## config.mk

```make
export PLATFORM = sky130hd
export DESIGN_NAME = mono_to_six_channel_biquad_upmix
export DESIGN_NICKNAME = d
export VERILOG_FILES = /design/src/rtl/upm_pkg.sv /design/src/rtl/upm_hist_ram.sv /design/src/rtl/upm_mac.sv /design/src/rtl/mono_to_six_channel_biquad_upmix.sv
export SDC_FILE = /design/constraint.sdc
export NUM_CORES = 2
export LEC_CHECK = 0
export ABC_AREA = 1
export BUFFER_PORTS_ARGS = -buffer_cell sky130_fd_sc_hd__buf_2
export CORE_MARGIN = 4
export CORE_UTILIZATION = 50
export CTS_CLUSTER_DIAMETER = 100
export DETAILED_ROUTE_END_ITERATION = 6
export HOLD_SLACK_MARGIN = 0.05
export PLACE_DENSITY = 0.66
export SLEW_MARGIN = 5
export SYNTH_ARGS = -nofsm -noshare
export SYNTH_HDL_FRONTEND = slang
export SYNTH_SLANG_ARGS = --single-unit
```

## constraint.sdc

```tcl
create_clock -name i_clk -period 29.3 [get_ports i_clk]
set_input_delay 4.395 -clock i_clk [delete_from_list [all_inputs] [get_ports i_clk]]
set_output_delay 4.395 -clock i_clk [all_outputs]
set_load 0.03 [all_outputs]
```

## src/rtl/upm_pkg.sv

```systemverilog
// ----------------------------------------------------------------------------
// upm_pkg
// Shared types, constants and coefficient tables for the mono to six-channel
// biquad upmixer.
// ----------------------------------------------------------------------------
package upm_pkg;

    localparam int SAMPLE_WIDTH   = 24;
    localparam int COEF_FRAC_BITS = 14;

    localparam int GAIN_W    = 16;
    localparam int GAIN_FRAC = 15;
    localparam int COEF_W    = COEF_FRAC_BITS + 2;
    localparam int MUL_B_W   = (COEF_W > GAIN_W) ? COEF_W : GAIN_W;
    localparam int PROD_W    = SAMPLE_WIDTH + MUL_B_W;
    // Five products plus the rounding bias.
    localparam int ACC_W     = PROD_W + 3;

    localparam int NUM_FILT  = 6;
    localparam int NUM_TERMS = 5;
    localparam int NUM_CH    = 6;
    localparam int FILT_AW   = 3;
    localparam int TERM_W    = 3;

    localparam int IN_TDATA_W  = ((SAMPLE_WIDTH + 7) / 8) * 8;
    localparam int OUT_TDATA_W = ((NUM_CH * SAMPLE_WIDTH + 7) / 8) * 8;

    localparam int CFG_IDX_W  = 8;
    localparam int CFG_DATA_W = 16;

    localparam logic [CFG_IDX_W-1:0] REG_ENABLE   = 8'd0;
    localparam logic [CFG_IDX_W-1:0] REG_MODE     = 8'd1;
    localparam logic [CFG_IDX_W-1:0] REG_GAIN_ONE = 8'd2;
    localparam logic [CFG_IDX_W-1:0] REG_GAIN_TWO = 8'd3;

    localparam logic [GAIN_W-1:0] GAIN_RESET = 16'd23198;

    typedef logic signed [SAMPLE_WIDTH-1:0] t_sample;
    typedef logic signed [COEF_W-1:0]       t_coef;
    typedef logic signed [MUL_B_W-1:0]      t_mul_b;
    typedef logic signed [PROD_W-1:0]       t_prod;
    typedef logic signed [ACC_W-1:0]        t_acc;
    typedef logic signed [GAIN_W-1:0]       t_gain;

    // One history entry per filter.
    typedef struct packed {
        t_sample y2;
        t_sample y1;
        t_sample x2;
        t_sample x1;
    } t_hist;

    // Operation issued to the multiply-accumulate unit.
    typedef struct packed {
        logic valid;
        logic load;   // start a new sum
        logic gain;   // Q1.15 gain scaling instead of a biquad term
    } t_mac_op;

    typedef enum logic [1:0] {
        ST_IDLE,
        ST_GAIN,
        ST_MAC,
        ST_HOLD
    } t_state;

    // Decimal coefficient in units of 1e-4, rounded to the coefficient grid
    // with ties away from zero.
    function automatic t_coef quant_coef(input longint e4);
        longint mag;
        longint r;
        mag = (e4 < 0) ? -e4 : e4;
        r   = ((mag << COEF_FRAC_BITS) + 64'sd5000) / 64'sd10000;
        return (e4 < 0) ? t_coef'(-r) : t_coef'(r);
    endfunction

    // Per shape: b0, b1, b2, -a1, -a2, so every term is simply added.
    localparam t_coef COEFS [3][NUM_TERMS] = '{
        '{quant_coef(6828), quant_coef(13657), quant_coef(6828),
          quant_coef(-11314), quant_coef(-6000)},
        '{quant_coef(9617), quant_coef(-19234), quant_coef(9617),
          quant_coef(19182), quant_coef(-9287)},
        '{quant_coef(4139), quant_coef(0), quant_coef(-4139),
          quant_coef(6384), quant_coef(-1722)}
    };

    // LPF, HPF800, BPF, BPF2, HPF2_800, LPF2
    localparam logic [1:0] FILT_SHAPE [NUM_FILT] = '{2'd0, 2'd1, 2'd2, 2'd2, 2'd1, 2'd0};

    function automatic t_coef coef_sel(input logic [FILT_AW-1:0] f,
                                       input logic [TERM_W-1:0] k);
        logic [1:0] shape;
        shape = FILT_SHAPE[f];
        return COEFS[shape][k];
    endfunction

endpackage

```

## src/rtl/upm_hist_ram.sv

```systemverilog
// ----------------------------------------------------------------------------
// upm_hist_ram
// Filter history memory: one entry per biquad, with a registered synchronous
// read. Entries not yet written read as zero.
// ----------------------------------------------------------------------------
module upm_hist_ram (
    input  logic                          i_clk,
    input  logic                          i_rst_n,
    input  logic                          i_rd_en,
    input  logic [upm_pkg::FILT_AW-1:0]   i_rd_addr,
    output upm_pkg::t_hist                o_rd_data,
    input  logic                          i_wr_en,
    input  logic [upm_pkg::FILT_AW-1:0]   i_wr_addr,
    input  upm_pkg::t_hist                i_wr_data
);

    upm_pkg::t_hist                 mem [upm_pkg::NUM_FILT];
    logic [upm_pkg::NUM_FILT-1:0]   r_valid;
    upm_pkg::t_hist                 r_rd_data;

    always_ff @(posedge i_clk) begin
        if (i_wr_en) begin
            mem[i_wr_addr] <= i_wr_data;
        end
    end

    always_ff @(posedge i_clk) begin
        if (!i_rst_n) begin
            r_valid <= '0;
        end else if (i_wr_en) begin
            r_valid[i_wr_addr] <= 1'b1;
        end
    end

    // The read register holds between reads, so the controller reads each
    // entry it uses once per item.
    always_ff @(posedge i_clk) begin
        if (i_rd_en) begin
            r_rd_data <= r_valid[i_rd_addr] ? mem[i_rd_addr] : '0;
        end
    end

    assign o_rd_data = r_rd_data;

endmodule

```

## src/rtl/upm_mac.sv

```systemverilog
// ----------------------------------------------------------------------------
// upm_mac
// Shared multiply-accumulate unit: registered product, then a rounding
// accumulator whose saturated, rescaled value is presented on o_y.
// ----------------------------------------------------------------------------
module upm_mac (
    input  logic               i_clk,
    input  logic               i_rst_n,
    input  upm_pkg::t_mac_op   i_op,
    input  upm_pkg::t_sample   i_a,
    input  upm_pkg::t_mul_b    i_b,
    output upm_pkg::t_sample   o_y
);

    localparam upm_pkg::t_acc GAIN_BIAS = upm_pkg::t_acc'(1) << (upm_pkg::GAIN_FRAC - 1);
    localparam upm_pkg::t_acc COEF_BIAS =
        upm_pkg::t_acc'(1) << (upm_pkg::COEF_FRAC_BITS - 1);
    localparam upm_pkg::t_sample SMAX = {1'b0, {(upm_pkg::SAMPLE_WIDTH-1){1'b1}}};
    localparam upm_pkg::t_sample SMIN = {1'b1, {(upm_pkg::SAMPLE_WIDTH-1){1'b0}}};

    upm_pkg::t_mac_op r_p_op;
    upm_pkg::t_prod   r_prod;
    upm_pkg::t_acc    r_acc;
    logic             r_acc_gain;
    upm_pkg::t_acc    scaled;

    always_ff @(posedge i_clk) begin
        if (!i_rst_n) begin
            r_p_op <= '0;
        end else begin
            r_p_op <= i_op;
        end
    end

    always_ff @(posedge i_clk) begin
        r_prod <= upm_pkg::t_prod'(i_a) * upm_pkg::t_prod'(i_b);
    end

    always_ff @(posedge i_clk) begin
        if (r_p_op.valid) begin
            if (r_p_op.load) begin
                r_acc      <= upm_pkg::t_acc'(r_prod) + (r_p_op.gain ? GAIN_BIAS : COEF_BIAS);
                r_acc_gain <= r_p_op.gain;
            end else begin
                r_acc <= r_acc + upm_pkg::t_acc'(r_prod);
            end
        end
    end

    // The arithmetic shift floors; the bias added at load rounds.
    always_comb begin
        scaled = r_acc_gain ? (r_acc >>> upm_pkg::GAIN_FRAC)
                            : (r_acc >>> upm_pkg::COEF_FRAC_BITS);
        if (scaled > upm_pkg::t_acc'(SMAX)) begin
            o_y = SMAX;
        end else if (scaled < upm_pkg::t_acc'(SMIN)) begin
            o_y = SMIN;
        end else begin
            o_y = upm_pkg::t_sample'(scaled);
        end
    end

endmodule

```

## src/rtl/mono_to_six_channel_biquad_upmix.sv

```systemverilog
// ----------------------------------------------------------------------------
// mono_to_six_channel_biquad_upmix
// Mono to six-channel upmixer built on a bank of six direct-form-1 biquads.
// ----------------------------------------------------------------------------
// One item is worked at a time. With enable high, an item passes through the
// accepting state, gain scaling, the term and result steps of each active
// biquad (5 filters in mode 0, 6 in mode 1) and the hold state, which loads
// the output register. A bypassed item goes from acceptance straight to the
// hold state. A stalled output register keeps the item in the hold state.
// The schedule is set by the single shared multiply-accumulate unit (five
// terms per biquad, two-stage pipeline) and the one history read and write
// per biquad in the history memory. The next item is accepted while the
// previous result still waits in the output register. The histories reset to
// zero at once through per-entry valid bits; there is no clearing pass. The
// configuration port is always ready.
// ----------------------------------------------------------------------------
module mono_to_six_channel_biquad_upmix (
    input  logic                                i_clk,
    input  logic                                i_rst_n,
    // sample_in
    input  logic [upm_pkg::IN_TDATA_W-1:0]      i_s_tdata,
    input  logic                                i_s_tvalid,
    output logic                                o_s_tready,
    // left_out, center_out, left_side_out, right_side_out, right_out, lfe_out
    output logic [upm_pkg::OUT_TDATA_W-1:0]     o_m_tdata,
    output logic                                o_m_tvalid,
    input  logic                                i_m_tready,
    input  logic                                i_cfg_valid,
    output logic                                o_cfg_ready,
    input  logic [upm_pkg::CFG_IDX_W-1:0]       i_cfg_index,
    input  logic [upm_pkg::CFG_DATA_W-1:0]      i_cfg_data
);

    localparam logic [upm_pkg::TERM_W-1:0] K_GAIN_ONE  = 3'd0;
    localparam logic [upm_pkg::TERM_W-1:0] K_GAIN_TWO  = 3'd1;
    localparam logic [upm_pkg::TERM_W-1:0] K_TAKE_ONE  = 3'd2;
    localparam logic [upm_pkg::TERM_W-1:0] K_TAKE_TWO  = 3'd3;
    localparam logic [upm_pkg::TERM_W-1:0] K_TERM_X    = 3'd0;
    localparam logic [upm_pkg::TERM_W-1:0] K_TERM_X1   = 3'd1;
    localparam logic [upm_pkg::TERM_W-1:0] K_TERM_X2   = 3'd2;
    localparam logic [upm_pkg::TERM_W-1:0] K_TERM_Y1   = 3'd3;
    localparam logic [upm_pkg::TERM_W-1:0] K_TERM_Y2   = 3'd4;
    localparam logic [upm_pkg::TERM_W-1:0] K_RESULT    = 3'd6;
    localparam logic [upm_pkg::FILT_AW-1:0] LAST_FILT  = upm_pkg::FILT_AW'(upm_pkg::NUM_FILT - 1);
    localparam logic [upm_pkg::FILT_AW-1:0] LAST_FILT_M0 =
        upm_pkg::FILT_AW'(upm_pkg::NUM_FILT - 2);

    // Configuration registers
    logic            r_enable;
    logic            r_mode;
    upm_pkg::t_gain  r_gain_one;
    upm_pkg::t_gain  r_gain_two;

    upm_pkg::t_state                r_state, n_state;
    logic [upm_pkg::TERM_W-1:0]     r_k, n_k;
    logic [upm_pkg::FILT_AW-1:0]    r_slot, n_slot;
    upm_pkg::t_sample               r_x_in, n_x_in;
    upm_pkg::t_sample               r_xg1, n_xg1;
    upm_pkg::t_sample               r_xg2, n_xg2;
    upm_pkg::t_sample               r_ch [upm_pkg::NUM_CH];
    upm_pkg::t_sample               n_ch [upm_pkg::NUM_CH];
    upm_pkg::t_sample               r_out [upm_pkg::NUM_CH];
    upm_pkg::t_sample               n_out [upm_pkg::NUM_CH];
    logic                           r_out_valid, n_out_valid;

    upm_pkg::t_mac_op               mac_op;
    upm_pkg::t_sample               mac_a;
    upm_pkg::t_mul_b                mac_b;
    upm_pkg::t_sample               mac_y;

    logic                           rd_en;
    logic [upm_pkg::FILT_AW-1:0]    rd_addr;
    upm_pkg::t_hist                 rd_data;
    logic                           wr_en;
    upm_pkg::t_hist                 wr_data;

    logic                           slot_g1;
    logic                           slot_last;
    logic [upm_pkg::FILT_AW-1:0]    slot_chan;
    upm_pkg::t_sample               slot_x;
    upm_pkg::t_sample               term_a;
    upm_pkg::t_sample               sample_in;

    assign sample_in   = upm_pkg::t_sample'(i_s_tdata[upm_pkg::SAMPLE_WIDTH-1:0]);
    assign o_s_tready  = (r_state == upm_pkg::ST_IDLE);
    assign o_cfg_ready = 1'b1;
    assign o_m_tvalid  = r_out_valid;

    always_comb begin
        o_m_tdata = '0;
        for (int i = 0; i < upm_pkg::NUM_CH; i++) begin
            o_m_tdata[i*upm_pkg::SAMPLE_WIDTH +: upm_pkg::SAMPLE_WIDTH] = r_out[i];
        end
    end

    always_ff @(posedge i_clk) begin
        if (!i_rst_n) begin
            r_enable   <= 1'b1;
            r_mode     <= 1'b1;
            r_gain_one <= upm_pkg::GAIN_RESET;
            r_gain_two <= upm_pkg::GAIN_RESET;
        end else if (i_cfg_valid) begin
            case (i_cfg_index)
                upm_pkg::REG_ENABLE:   r_enable   <= i_cfg_data[0];
                upm_pkg::REG_MODE:     r_mode     <= i_cfg_data[0];
                upm_pkg::REG_GAIN_ONE: r_gain_one <= i_cfg_data;
                upm_pkg::REG_GAIN_TWO: r_gain_two <= i_cfg_data;
                default: ;
            endcase
        end
    end

    // Routing: mode 1 sends filter f to channel f; mode 0 shifts the filters
    // up by one channel, puts the scaled input on left and leaves LPF2 idle.
    always_comb begin
        if (r_mode) begin
            slot_g1   = (r_slot <= 3'd2);
            slot_last = (r_slot == LAST_FILT);
            slot_chan = r_slot;
        end else begin
            slot_g1   = (r_slot <= 3'd1);
            slot_last = (r_slot == LAST_FILT_M0);
            slot_chan = 3'(r_slot + 3'd1);
        end
        slot_x = slot_g1 ? r_xg1 : r_xg2;
        case (r_k)
            K_TERM_X:  term_a = slot_x;
            K_TERM_X1: term_a = rd_data.x1;
            K_TERM_X2: term_a = rd_data.x2;
            K_TERM_Y1: term_a = rd_data.y1;
            K_TERM_Y2: term_a = rd_data.y2;
            default:   term_a = slot_x;
        endcase
    end

    always_comb begin
        n_state     = r_state;
        n_k         = r_k;
        n_slot      = r_slot;
        n_x_in      = r_x_in;
        n_xg1       = r_xg1;
        n_xg2       = r_xg2;
        n_ch        = r_ch;
        n_out       = r_out;
        n_out_valid = r_out_valid && !i_m_tready;
        mac_op      = '0;
        mac_a       = r_x_in;
        mac_b       = '0;
        rd_en       = 1'b0;
        rd_addr     = r_slot;
        wr_en       = 1'b0;
        wr_data.x1  = slot_x;
        wr_data.x2  = rd_data.x1;
        wr_data.y1  = mac_y;
        wr_data.y2  = rd_data.y1;

        case (r_state)
            upm_pkg::ST_IDLE: begin
                if (i_s_tvalid) begin
                    n_x_in = sample_in;
                    n_k    = '0;
                    if (r_enable) begin
                        n_state = upm_pkg::ST_GAIN;
                    end else begin
                        for (int i = 0; i < upm_pkg::NUM_CH; i++) begin
                            n_ch[i] = '0;
                        end
                        n_ch[0] = sample_in;
                        n_state = upm_pkg::ST_HOLD;
                    end
                end
            end
            upm_pkg::ST_GAIN: begin
                n_k = 3'(r_k + 3'd1);
                case (r_k)
                    K_GAIN_ONE: begin
                        mac_op = '{valid: 1'b1, load: 1'b1, gain: 1'b1};
                        mac_b  = upm_pkg::t_mul_b'(r_gain_one);
                    end
                    K_GAIN_TWO: begin
                        mac_op = '{valid: 1'b1, load: 1'b1, gain: 1'b1};
                        mac_b  = upm_pkg::t_mul_b'(r_gain_two);
                    end
                    K_TAKE_ONE: begin
                        n_xg1   = mac_y;
                        n_slot  = '0;
                        rd_en   = 1'b1;
                        rd_addr = '0;
                    end
                    K_TAKE_TWO: begin
                        n_xg2   = mac_y;
                        n_ch[0] = r_xg1;
                        n_k     = '0;
                        n_state = upm_pkg::ST_MAC;
                    end
                    default: ;
                endcase
            end
            upm_pkg::ST_MAC: begin
                n_k = 3'(r_k + 3'd1);
                if (r_k <= K_TERM_Y2) begin
                    mac_op = '{valid: 1'b1, load: (r_k == K_TERM_X), gain: 1'b0};
                    mac_a  = term_a;
                    mac_b  = upm_pkg::t_mul_b'(upm_pkg::coef_sel(r_slot, r_k));
                end else if (r_k == K_RESULT) begin
                    wr_en           = 1'b1;
                    n_ch[slot_chan] = mac_y;
                    n_k             = '0;
                    if (slot_last) begin
                        n_state = upm_pkg::ST_HOLD;
                    end else begin
                        n_slot  = 3'(r_slot + 3'd1);
                        rd_en   = 1'b1;
                        rd_addr = 3'(r_slot + 3'd1);
                    end
                end
            end
            upm_pkg::ST_HOLD: begin
                if (!r_out_valid || i_m_tready) begin
                    n_out       = r_ch;
                    n_out_valid = 1'b1;
                    n_state     = upm_pkg::ST_IDLE;
                end
            end
            default: n_state = upm_pkg::ST_IDLE;
        endcase
    end

    always_ff @(posedge i_clk) begin
        if (!i_rst_n) begin
            r_state     <= upm_pkg::ST_IDLE;
            r_k         <= '0;
            r_slot      <= '0;
            r_out_valid <= 1'b0;
        end else begin
            r_state     <= n_state;
            r_k         <= n_k;
            r_slot      <= n_slot;
            r_out_valid <= n_out_valid;
        end
    end

    always_ff @(posedge i_clk) begin
        r_x_in <= n_x_in;
        r_xg1  <= n_xg1;
        r_xg2  <= n_xg2;
        r_ch   <= n_ch;
        r_out  <= n_out;
    end

    upm_hist_ram u_hist (
        .i_clk     (i_clk),
        .i_rst_n   (i_rst_n),
        .i_rd_en   (rd_en),
        .i_rd_addr (rd_addr),
        .o_rd_data (rd_data),
        .i_wr_en   (wr_en),
        .i_wr_addr (r_slot),
        .i_wr_data (wr_data)
    );

    upm_mac u_mac (
        .i_clk   (i_clk),
        .i_rst_n (i_rst_n),
        .i_op    (mac_op),
        .i_a     (mac_a),
        .i_b     (mac_b),
        .o_y     (mac_y)
    );

`ifndef SYNTHESIS
    a_no_rw_same_entry: assert property (@(posedge i_clk) disable iff (!i_rst_n)
        (rd_en && wr_en) |-> (rd_addr != r_slot))
        else $error("history read and write hit the same entry");

    a_write_only_enabled: assert property (@(posedge i_clk) disable iff (!i_rst_n)
        wr_en |-> r_enable)
        else $error("history written while bypassed");

    a_lpf2_idle_mode0: assert property (@(posedge i_clk) disable iff (!i_rst_n)
        (wr_en && !r_mode) |-> (r_slot != LAST_FILT))
        else $error("LPF2 history written in mode 0");

    a_out_from_hold: assert property (@(posedge i_clk) disable iff (!i_rst_n)
        $rose(r_out_valid) |-> $past(r_state == upm_pkg::ST_HOLD))
        else $error("output register loaded outside the hold state");

    a_accept_starts_work: assert property (@(posedge i_clk) disable iff (!i_rst_n)
        (i_s_tvalid && o_s_tready) |=> (r_state != upm_pkg::ST_IDLE))
        else $error("accepted item did not start processing");
`endif

endmodule
```

==> metrics.yaml <==
status: "complete, but fails checks"
violations: "DRC"
seq_area_frac_synth_pct: 52.3
fillers: 11330
leakagePower_uw: 0.0309
finish.instance_area_sq_um: 71800
hold_viol: 0
finalCriticalPeriod_ns: 8.95
power_frac_comb_pct: 48.6
fin_crit_sh_pct: 30.5
ys_ff_latch: 1168
synthSimpleGateAreaFrac_pct: 16.0
gr-usage-all-layers_pct: 28.5
syn-num-nets: 7179
grt_max_degree: 212
vias_per_cell: 5.54
die_area_sq_um: 136000
grt_pass1_wl_mm: 292
synth_fa_ha_area_share_pct: 14.5
numPortBuffers: 198
drv_slew: 0
tightest_slew_ns: 1.16
maxSlewHeadroom_pct: 22.9
htreeDepth: 3
holdPathStages: 0
startpoint: "r_slot[0]"
vias: 47518
postCtsResizedCells: 0
clock_skew_ns: 0.0538
ant_nets: 0
worst_path_largest_cell_delay_ns: 0.70
core_sq_um: 130000
holdBufCountCts: 0
synth_compound_area_share_pct: 8.40
overflow: 0
dieHeight_microns: 369
power_uw: 7250
finalWirelength_mm: 195
first_global_vias: 46609
reg2reg_to: "u_mac.r_prod[34]"
synthArstFlopShare_pct: 0
critPathKind: "reg -> reg"
first_pass_iters: 7
ys.flop_type: "edfxtp_1"
num_io_pins: 200
synth.cell_area_sq_um: 65300
dpl.hpwl_mm: 135
power.density_nw_per_um2: 101
switching_power_uw: 3200
fmax_mhz: 112
synth-xor-area-share_pct: 0.791
place_ws_ns: 20.39
max-vdd-ir-drop_v: 0.0000954
post_cts_buffers: 0
setup_ws_ns: 20.35
final_net_count: 7300
synth_cell_types: 52
syn_avg_cell_area_sq_um: 9.91
start_util_pct: 50.4
cts_buffers: 119
ys_warn_count: 0
dieWidth_microns: 369
fp-row-count: 132
crit_path_end: "u_mac.r_prod[34]"
post_drt_wl_per_cell_microns: 22.8
pwr-share-clk_pct: 20.7
reg2reg_setup_slack_ns: 20.35
drc: 2
synth_edf_count: 1076
clock_latency_ns: 0.78
clk_pin_slew_worst_paths_ns: 0.06
end_kind: "flip-flop"
hold_class: "reg -> reg"
rsz0062_at_grt: "false"
drtIter0Drc: 4893
seq_power_share_pct: 30.7
synth.area.mux_share_pct: 0.0345
tns_ns: 0
cp-start-kind: "flip-flop"
swShare_pct: 44.1
root_buffer: "clkbuf_16"
cap_violations: 0
critPathRequiredTime_ns: 29.93
r2r_cells: 32
critPathSlowestCell: "nand2_1"
r2r-start: "r_slot[0]"
drive_gt1_share_pct: 8.25
intPower_uw: 4050
crit_path_max_fanout: 27
worst_ep_arrival_time_ns: 9.58
syn_to_final_growth_pct: 9.98
setup_viol: 0
cp_common_cell: "nand2_1"
antenna_found_initial: 28
clk_path_buf_depth: 3
instances_no_fill: 8574
place_area_sq_um: 68000
synth_top_family_by_area: "simple AND/OR/NAND/NOR gates"
place_congestion: 0.947
clkSinkCount: 1168
cts_tree: "done"
dp.cells: 8337
postSynthCellCount: 6595
logic make-up (layout without fill, tap and decap cells):
| logic type | after synthesis | in the layout |
|---|---|---|
| and+or+nand+nor | 2555 | 2555 |
| buffers and inverters | 1332 | 1552 |
| DFF | 1168 | 1168 |
| AOI/OAI and AO/OA | 947 | 947 |
| adders and majority gates | 531 | 531 |
| xor gates and xnor gates | 59 | 59 |
| muxes | 2 | 2 |
| other | 1 | 18 |
critical path, delay by kind of cell, from the launching register on:
| kind | cells | cell delay (ns) |
|---|---|---|
| AOI/OAI and AO/OA | 3 | 0.89 |
| and+or+nand+nor | 13 | 2.67 |
| buffers and inverters | 8 | 0.98 |
| DFF | 1 | 0.55 |
| adders and majority gates | 8 | 3.73 |
sequential cells by signal, summed over array words and instances, names as in the netlist, 16 cells and up:
| register | count |
|---|---|
| u_hist.mem | 576 |
| u_mac.r_prod | 40 |
| r_gain_two | 16 |
| r_gain_one | 16 |
| u_mac.r_acc | 43 |
| u_hist.o_rd_data | 96 |
| r_xg1 | 24 |
| r_xg2 | 24 |
| r_x_in | 24 |
| r_ch | 144 |
| o_m_tdata | 144 |
cells in the mapped netlist, drive strengths merged, types with 12 or more instances:
library cell  instances  area, sq um
fa                  377         7550
xnor2                18          158
nand3               508         2550
ha                  154         1930
dfxtp                92         1840
a21o                 12         90.1
buf                 137          696
nor3                 30          155
a22o                 36          315
or2                  18          113
clkbuf              124          465
o211ai               24          180
a21oi               303         1520
clkinv               14         52.6
o21ai               399         2070
inv                1057         3970
nor2                499         1890
o21bai              101          758
o21a                 48          360
nand2              1459         5510
nand4                27          169
edfxtp             1076        32300
xor2                 41          359
power groups by stage:
stage	sequential, uW	combinational, uW	clock (uW)
after floorplan	2250	2300	0
after global placement	2250	3460	0
after detailed placement	2250	3470	0
after CTS	2220	3520	1520
after global routing	2230	3920	1590
final	2220	3530	1500
how the worst min path moves through the flow:
stage,from,to,slack [ns]
final,r_ch[94],o_m_tdata[70],0.43
after global routing,r_ch[94],o_m_tdata[70],0.43
after CTS,r_ch[94],o_m_tdata[70],0.42
after detailed placement,r_ch[42],o_m_tdata[114],0.43
after global placement,r_ch[92],o_m_tdata[68],0.43
after floorplan,r_ch[28],o_m_tdata[100],0.42
through the flow:
step / hold WS (ns) / util (%)
final: 0.434 / 55.4
after global routing: 0.431 / 55.4
after CTS: 0.423 / 55.4
after detailed placement: 0.428 / 52.4
after global placement: 0.427 / 52.4
after floorplan: 0.421 / -
placed cells by master, fill, tap and decap left out, types with 57 or more instances in the layout:
master / Yosys / layout
a21oi_1: 303 / 301
buf_2: 103 / 198
buf_4: 4 / 61
clkbuf_16: 0 / 120
dfxtp_1: 92 / 91
edfxtp_1: 1076 / 1076
fa_1: 377 / 377
ha_1: 154 / 151
inv_1: 997 / 997
inv_2: 59 / 57
nand2_1: 1445 / 1444
nand3_1: 506 / 506
nor2_1: 496 / 492
o21ai_0: 366 / 366
o21bai_1: 101 / 101
layout make-up:
class | instances | area [sq um] | area share (%)
Multi-Input combinational cell | 4095 | 26100 | 36.3
Timing Repair Buffer | 261 | 1490 | 2.07
Clock inverter | 76 | 746 | 1.04
Tap cell | 1742 | 2180 | 3.03
Inverter | 1071 | 4040 | 5.62
Clock buffer | 144 | 3090 | 4.30
Sequential cell | 1168 | 34200 | 47.5
Antenna cell | 17 | 42.5 | 0.0592
routing by layer:
metal  vias up  share of wire [%]  track usage (%)
met4        18                4.4             11.6
met3       404                 10             7.32
li1      21812                  -                -
met5         -              0.061                0
met1     23168                 40             38.4
met2      2116                 45             44.1
Note: power is estimated with default switching activity, not from simulation.
